[src/rtl/vbdma_pkg.sv]
// ----------------------------------------------------------------------------
// vbdma_pkg
// Shared types and constants for the VRAM block DMA controller.
// ----------------------------------------------------------------------------
package vbdma_pkg;

    // Size of video memory in bytes (1024 .. 16384)
    localparam int VRAM_BYTES = 8192;

    localparam int          BLOCK_SHIFT  = 4;   // 16-byte blocks
    localparam int          STALL_SHIFT  = 5;   // 32 dots per block
    localparam logic [16:0] VRAM_END     = 17'(VRAM_BYTES);
    localparam logic [16:0] BLOCK_BYTES  = 17'd16;
    localparam logic [7:0]  LEN_MASK     = 8'h7F;
    localparam logic [7:0]  STATUS_IDLE  = 8'h80;

    typedef enum logic [2:0] {
        ACT_CONTROL  = 3'd0,
        ACT_STATUS   = 3'd1,
        ACT_HBLANK   = 3'd2,
        ACT_LOAD_SRC = 3'd3,
        ACT_LOAD_DST = 3'd4
    } t_action;

    typedef struct packed {
        logic [7:0]  read_data;
        logic [15:0] copy_source;
        logic [13:0] copy_dest;
        logic [7:0]  copy_blocks;
        logic [12:0] stall_dots;
        logic        active_now;
    } t_result;

endpackage

[src/rtl/vbdma_core.sv]
// ----------------------------------------------------------------------------
// vbdma_core
// Transfer state (source, destination, length, armed) and the single-pass
// logic that executes one item and forms its result.
// ----------------------------------------------------------------------------
module vbdma_core import vbdma_pkg::*; (
    input  logic        i_clk,
    input  logic        i_rst_n,
    input  logic        i_fire,
    input  logic [2:0]  i_action,
    input  logic [7:0]  i_write_value,
    input  logic [15:0] i_address_value,
    input  logic        i_cpu_halted,
    output t_result     o_result
);

    logic [15:0] r_src, n_src;
    logic [15:0] r_dst, n_dst;
    logic [11:0] r_bytes_left, n_bytes_left;
    logic        r_armed, n_armed;

    logic        w_fits;
    logic [16:0] w_room_bytes;
    logic [12:0] w_room_blocks;
    logic [7:0]  w_want;
    logic [7:0]  w_gen_blocks;
    logic [7:0]  w_blocks;
    logic [7:0]  w_status_rem;

    // room left before the end of video memory
    assign w_fits        = ({1'b0, r_dst} + BLOCK_BYTES) <= VRAM_END;
    assign w_room_bytes  = VRAM_END - {1'b0, r_dst};
    assign w_room_blocks = w_room_bytes[16:BLOCK_SHIFT];
    assign w_want        = (i_write_value & LEN_MASK) + 8'd1;

    always_comb begin
        if (!w_fits) begin
            w_gen_blocks = 8'd0;
        end else if ({5'd0, w_want} < w_room_blocks) begin
            w_gen_blocks = w_want;
        end else begin
            w_gen_blocks = w_room_blocks[7:0];  // at most want, so at most 128
        end
    end

    always_comb begin
        n_src        = r_src;
        n_dst        = r_dst;
        n_bytes_left = r_bytes_left;
        n_armed      = r_armed;
        w_blocks     = 8'd0;
        case (i_action)
            ACT_CONTROL: begin
                if (r_armed && !i_write_value[7]) begin
                    n_armed = 1'b0;             // cancel
                end else if (i_write_value[7]) begin
                    n_bytes_left = {w_want, 4'd0};
                    n_armed      = 1'b1;
                end else begin
                    // general burst runs at once
                    w_blocks     = w_gen_blocks;
                    n_src        = r_src + {4'd0, w_gen_blocks, 4'd0};
                    n_dst        = r_dst + {4'd0, w_gen_blocks, 4'd0};
                    n_bytes_left = {w_want - w_gen_blocks, 4'd0};
                    n_armed      = 1'b0;
                end
            end
            ACT_HBLANK: begin
                if (r_armed && !i_cpu_halted) begin
                    if (!w_fits) begin
                        n_armed = 1'b0;
                    end else begin
                        w_blocks     = 8'd1;
                        n_src        = r_src + BLOCK_BYTES[15:0];
                        n_dst        = r_dst + BLOCK_BYTES[15:0];
                        n_bytes_left = r_bytes_left - BLOCK_BYTES[11:0];
                        n_armed      = (r_bytes_left != BLOCK_BYTES[11:0]);
                    end
                end
            end
            ACT_LOAD_SRC: n_src = i_address_value;
            ACT_LOAD_DST: n_dst = i_address_value;
            default: ;
        endcase
    end

    assign w_status_rem = (n_bytes_left[11:BLOCK_SHIFT] - 8'd1) & LEN_MASK;

    always_comb begin
        o_result.read_data   = (n_armed ? 8'd0 : STATUS_IDLE) | w_status_rem;
        o_result.copy_source = (w_blocks != 8'd0) ? r_src : 16'd0;
        o_result.copy_dest   = (w_blocks != 8'd0) ? r_dst[13:0] : 14'd0;
        o_result.copy_blocks = w_blocks;
        o_result.stall_dots  = {w_blocks, 5'd0};
        o_result.active_now  = n_armed;
    end

    always_ff @(posedge i_clk) begin
        if (!i_rst_n) begin
            r_src        <= '0;
            r_dst        <= '0;
            r_bytes_left <= '0;
            r_armed      <= 1'b0;
        end else if (i_fire) begin
            r_src        <= n_src;
            r_dst        <= n_dst;
            r_bytes_left <= n_bytes_left;
            r_armed      <= n_armed;
        end
    end

endmodule

[src/rtl/vram_block_dma_controller.sv]
// An item accepted into the input register is loaded into the result register
// when the result register is free; a stalled result holds it in the input register.
// Throughput: one item per cycle while neither side stalls; the transfer state is updated by the
// single-pass logic in the cycle an item leaves the input register.
// Reset (synchronous, active low) empties both registers and clears the
// source, destination, length and armed flag.
// ----------------------------------------------------------------------------
// vram_block_dma_controller
// 16-byte-block VRAM DMA engine: input register, execute logic, result
// register with independent stall on each side.
// ----------------------------------------------------------------------------
module vram_block_dma_controller import vbdma_pkg::*; (
    input  logic        i_clk,
    input  logic        i_rst_n,
    input  logic        i_valid,
    output logic        o_stall,
    input  logic [2:0]  i_action,
    input  logic [7:0]  i_write_value,
    input  logic [15:0] i_address_value,
    input  logic        i_cpu_halted,
    output logic        o_valid,
    input  logic        i_stall,
    output logic [7:0]  o_read_data,
    output logic [15:0] o_copy_source,
    output logic [13:0] o_copy_dest,
    output logic [7:0]  o_copy_blocks,
    output logic [12:0] o_stall_dots,
    output logic        o_active_now
);

    logic        r_s1_valid;
    logic [2:0]  r_action;
    logic [7:0]  r_write_value;
    logic [15:0] r_address_value;
    logic        r_cpu_halted;
    logic        r_out_valid;
    t_result     r_out;
    t_result     w_result;
    logic        w_out_free;
    logic        w_fire;
    logic        w_accept;

    assign w_out_free = !r_out_valid || !i_stall;
    assign w_fire     = r_s1_valid && w_out_free;
    assign o_stall    = r_s1_valid && !w_out_free;
    assign w_accept   = i_valid && !o_stall;

    always_ff @(posedge i_clk) begin
        if (!i_rst_n) begin
            r_s1_valid <= 1'b0;
        end else if (w_accept) begin
            r_s1_valid <= 1'b1;
        end else if (w_fire) begin
            r_s1_valid <= 1'b0;
        end
    end

    always_ff @(posedge i_clk) begin
        if (w_accept) begin
            r_action        <= i_action;
            r_write_value   <= i_write_value;
            r_address_value <= i_address_value;
            r_cpu_halted    <= i_cpu_halted;
        end
    end

    vbdma_core u_core (
        .i_clk           (i_clk),
        .i_rst_n         (i_rst_n),
        .i_fire          (w_fire),
        .i_action        (r_action),
        .i_write_value   (r_write_value),
        .i_address_value (r_address_value),
        .i_cpu_halted    (r_cpu_halted),
        .o_result        (w_result)
    );

    always_ff @(posedge i_clk) begin
        if (!i_rst_n) begin
            r_out_valid <= 1'b0;
        end else if (w_fire) begin
            r_out_valid <= 1'b1;
        end else if (!i_stall) begin
            r_out_valid <= 1'b0;
        end
    end

    always_ff @(posedge i_clk) begin
        if (w_fire) begin
            r_out <= w_result;
        end
    end

    assign o_valid       = r_out_valid;
    assign o_read_data   = r_out.read_data;
    assign o_copy_source = r_out.copy_source;
    assign o_copy_dest   = r_out.copy_dest;
    assign o_copy_blocks = r_out.copy_blocks;
    assign o_stall_dots  = r_out.stall_dots;
    assign o_active_now  = r_out.active_now;

    // no copy means no addresses and no stall reported
    a_idle_result: assert property (@(posedge i_clk) disable iff (!i_rst_n)
        (o_valid && o_copy_blocks == 8'd0) |->
        (o_copy_source == 16'd0 && o_copy_dest == 14'd0 && o_stall_dots == 13'd0))
        else $error("empty burst reports nonzero fields");

    // multi-block bursts come only from general mode, which never stays armed
    a_burst_disarms: assert property (@(posedge i_clk) disable iff (!i_rst_n)
        (o_valid && o_copy_blocks > 8'd1) |-> !o_active_now)
        else $error("general burst left transfer armed");

    // input side only stalls when an item is held in the input register
    a_stall_needs_item: assert property (@(posedge i_clk) disable iff (!i_rst_n)
        o_stall |-> (r_s1_valid && r_out_valid))
        else $error("input stalled with nothing held");

    // a held result is not overwritten
    a_out_hold: assert property (@(posedge i_clk) disable iff (!i_rst_n)
        (r_out_valid && i_stall) |=> (r_out_valid && $stable(r_out)))
        else $error("stalled result changed");

endmodule

[config.mk]
export PLATFORM = sky130hd
export DESIGN_NAME = vram_block_dma_controller
export DESIGN_NICKNAME = d
export VERILOG_FILES = /design/src/rtl/vbdma_pkg.sv /design/src/rtl/vbdma_core.sv /design/src/rtl/vram_block_dma_controller.sv
export SDC_FILE = /design/constraint.sdc
export NUM_CORES = 1
export LEC_CHECK = 0
export ABC_AREA = 0
export BUFFER_PORTS_ARGS = -buffer_cell sky130_fd_sc_hd__buf_2
export CAP_MARGIN = 20
export CORE_MARGIN = 1.5
export CORE_UTILIZATION = 60
export DETAILED_ROUTE_END_ITERATION = 6
export MAX_ROUTING_LAYER = met4
export PLACE_DENSITY = 0.86
export SYNTH_ARGS = -nofsm -noshare
export SYNTH_HDL_FRONTEND = slang
export SYNTH_HIERARCHICAL = 1
export SYNTH_SLANG_ARGS = --single-unit
[constraint.sdc]
create_clock -name i_clk -period 13.5 [get_ports i_clk]
set_clock_uncertainty 0.05 [all_clocks]
set_input_delay 2.7 -clock i_clk [delete_from_list [all_inputs] [get_ports i_clk]]
set_output_delay 2.7 -clock i_clk [all_outputs]
set_load 0.1 [all_outputs]
==> flow_metrics.py <==
metrics = {
    "status": {
        "outcome": "finished, final reports clean",
    },
    "timing": {
        "relSlewSlack_pct": 29.3,
        "finalSetupTns_ps": 0,
        "setup_violations": 0,
        "tightest_slew_ps": 1060,
        "finalCritPeriodShare_pct": 45.9,
        "min_period_ps": 6200,
        "rsz0062_at_grt": "no",
        "slew_violations": 0,
        "fmax_ghz": 0.161,
        "holdWs_ps": 462,
        "finalHoldViolCount": 0,
    },
    "synthesis": {
        "synth_cell_type_count": 77,
        "yosys-top-cells-area": "edfxtp_1 36%, dfxtp_1 12%, ha_1 5.8%, nor2_1 3.7%, and2_1 2.8%",
        "syn_area_um2": 7300,
        "synth_top_cell_by_area": "edfxtp_1",
        "netlist.area_leader.share_pct": 36.2,
        "synth-seq-area-share_pct": 48.0,
        "syn_inst": 719,
        "synthArstFlopShare_pct": 0,
        "avgSynthCellArea_um2": 10.2,
        "ys.flop_type": "edfxtp_1",
        "synth-edff-count": 88,
        "synth_seq_cells": 131,
        "synth_warnings": 6,
    },
    "min_path": {
        "worstHoldPathType": "register to register",
        "worstHoldStart": "u_core/r_src[1]$_SDFFE_PN0P_",
    },
    "route": {
        "wl_met1_um": 6960,
        "wl_met3_um": 1490,
        "wl_per_cell_um": 18.1,
        "drc": 0,
        "drt_iter0_markers": 430,
        "routed-via-count": 5940,
        "drt_first_pass_iters": 5,
        "routed.top_layer": "met4",
        "met2_length_um": 8280,
        "drtAntennaViolNets": 0,
        "routed_wirelength_um": 17200,
        "vias_per_cell": 6.22,
    },
    "floorplanning": {
        "dieArea_um2": 12800,
        "ios": 94,
        "fp.dieW_um": 113,
        "num_rows": 40,
        "core_um2": 12000,
        "die_height_um": 113,
        "initial_core_util_pct": 61.1,
    },
    "clocking": {
        "post_cts_buffers": 0,
        "clk_latency_ps": 430,
        "cts.hold.buffers_added": 0,
        "ctsResizeCount": 0,
        "cts_tree": "yes",
        "cts.path.max_buffers": 2,
        "cts_num_sinks": 131,
        "clkTransAtPathRegs_ps": 60,
        "cts_buffers": 17,
        "root_buffer": "clkbuf_16",
        "h-tree-depth": 4,
    },
    "placed_design": {
        "port_buffers": 93,
        "gp_congestion": 0.952,
        "dp_hpwl_um": 12000,
    },
    "grt": {
        "grt_max_degree": 79,
        "grt_overflow": 0,
        "track_usage_pct": 28.1,
        "antenna_found_initial": 0,
        "grt_pass1_vias": 5589,
        "grt_pass1_wl_um": 27000,
    },
    "worst_setup_path": {
        "crit_path_end_kind": "output port",
        "r2r-end": "u_core/r_dst[14]$_SDFFE_PN0P_",
        "critical_path.top_delay_family": "buffers and inverters",
        "crit_path_max_incr_delay_ps": 420,
        "critPathMostFrequentCell": "buf_2",
        "crit_arrival_ps": 3450,
        "critPathLaunchType": "input pin",
        "worst-path-buf-inv": 2,
        "rr_worst_depth": 22,
        "worst-setup-path-type": "input pin to output port",
        "r2r_slack_ps": 7600,
        "reg2reg_from": "u_core/r_dst[3]$_SDFFE_PN0P_",
        "critPathLaunch": "i_stall",
        "critical_path_cell_count": 3,
        "endpoint": "o_stall",
        "crit_fanout": 3,
        "cp_slowest_cell": "buf_2",
        "cp_cell_sequence": "buf_2, and3_4, buf_2",
        "cp.required_ps": 10750,
    },
    "final_layout": {
        "fin_nets": 864,
        "diodes": 0,
        "area_growth_syn_to_layout_pct": 14.3,
        "final_layout_size_suffix_gt1_share_pct": 19.6,
        "mostFrequentLayoutCells": "93 x buf_2, 88 x edfxtp_1, 72 x nor2_1",
        "final_common_cell": "buf_2",
    },
    "pwr": {
        "powerDensity_nw_per_um2": 133,
        "p_leak_uw": 0.00334,
        "ir_worst_vdd_mv": 0.0661,
    },
    "run": {
        "drv_cap": 0,
    },
}
==> layout make-up <==
class | instances | area (um2)
fillers | 857 | 3610
flip-flops and latches | 131 | 3500
multi-input cells | 522 | 3500
repair buffers | 98 | 507
clock buffers | 18 | 439
well taps | 147 | 184
clock inverters | 14 | 119
inverters | 25 | 93.8
==> registers in the layout, indices dropped and copies added (netlist names) <==
signal               count
o_copy_dest             14
o_stall_dots            13
r_address_value         16
o_copy_blocks            8
u_core/r_armed           1
r_write_value            8
r_cpu_halted             1
o_read_data              8
o_copy_source           16
o_active_now             1
o_valid                  1
u_core/r_bytes_left      8
r_action                 3
u_core/r_dst            16
r_s1_valid               1
u_core/r_src            16
==> power breakdown <==
group | switching, uW | total [uW] | internal [uW]
clock network | 188 | 433 | 245
logic | 152 | 217 | 64.3
registers | 12.6 | 460 | 448
total | 353 | 1110 | 757
==> routing by layer <==
metal	up-vias	GRT usage (%)
met5	-	-
met4	0	11.9
met1	2776	34.6
met2	322	44.8
met3	65	6.70
li1	2777	-
==> stage by stage <==
stage	instances	util [%]	instance area (um2)	setup slack (ps)	total power, uW
after detailed placement	922	65.0	7780	7300	680
after CTS	954	69.7	8340	7300	1110
after floorplan	724	-	7320	4930	640
after global routing	955	69.8	8350	7150	1150
final	955	69.8	8350	7300	1110
after global placement	922	65.0	7780	7310	671
==> worst reg2reg max path, delay by kind of cell, from the launching register on <==
| kind | cells | cell delay, ps |
|---|---|---|
| xor+xnor | 1 | 170 |
| simple gates | 9 | 2470 |
| buf+inv | 2 | 230 |
| fa+ha+maj | 2 | 670 |
| mux | 1 | 380 |
| flops | 1 | 340 |
| compound gates | 7 | 1490 |
==> synthesized netlist by cell type (6+ instances only) <==
master	number
a211oi_1	16
a21o_1	7
a21oi_1	32
a31oi_1	7
and2_1	33
buf_2	6
buf_4	17
clkbuf_1	19
dfxtp_1	43
edfxtp_1	88
ha_1	34
inv_1	25
mux2i_1	16
nand2_1	55
nand2b_1	7
nand3_1	24
nor2_1	72
nor2b_1	10
nor3_1	17
nor3b_1	6
o21a_1	10
o21ai_0	35
or2_2	7
or3_1	9
xnor2_1	18
xor2_1	10
==> worst min path at each step <==
stage / depth (start not counted) / endpoint
floorplan: 2 / u_core/r_src[0]$_SDFFE_PN0P_
global placement: 2 / u_core/r_src[3]$_SDFFE_PN0P_
detailed placement: 2 / u_core/r_src[0]$_SDFFE_PN0P_
CTS: 2 / u_core/r_dst[3]$_SDFFE_PN0P_
global route: 2 / u_core/r_src[1]$_SDFFE_PN0P_
finish: 2 / u_core/r_src[1]$_SDFFE_PN0P_
==> logic make-up after synthesis <==
logic type	synth area share, %
buffers and inverters	4.85
xor gates and xnor gates	3.36
AOI/OAI and AO/OA	14.6
other	0.0513
DFF	48.0
muxes	2.91
adders and majority gates	6.65
and+or+nand+nor	19.6
Note: power is estimated with default switching activity, not from simulation.
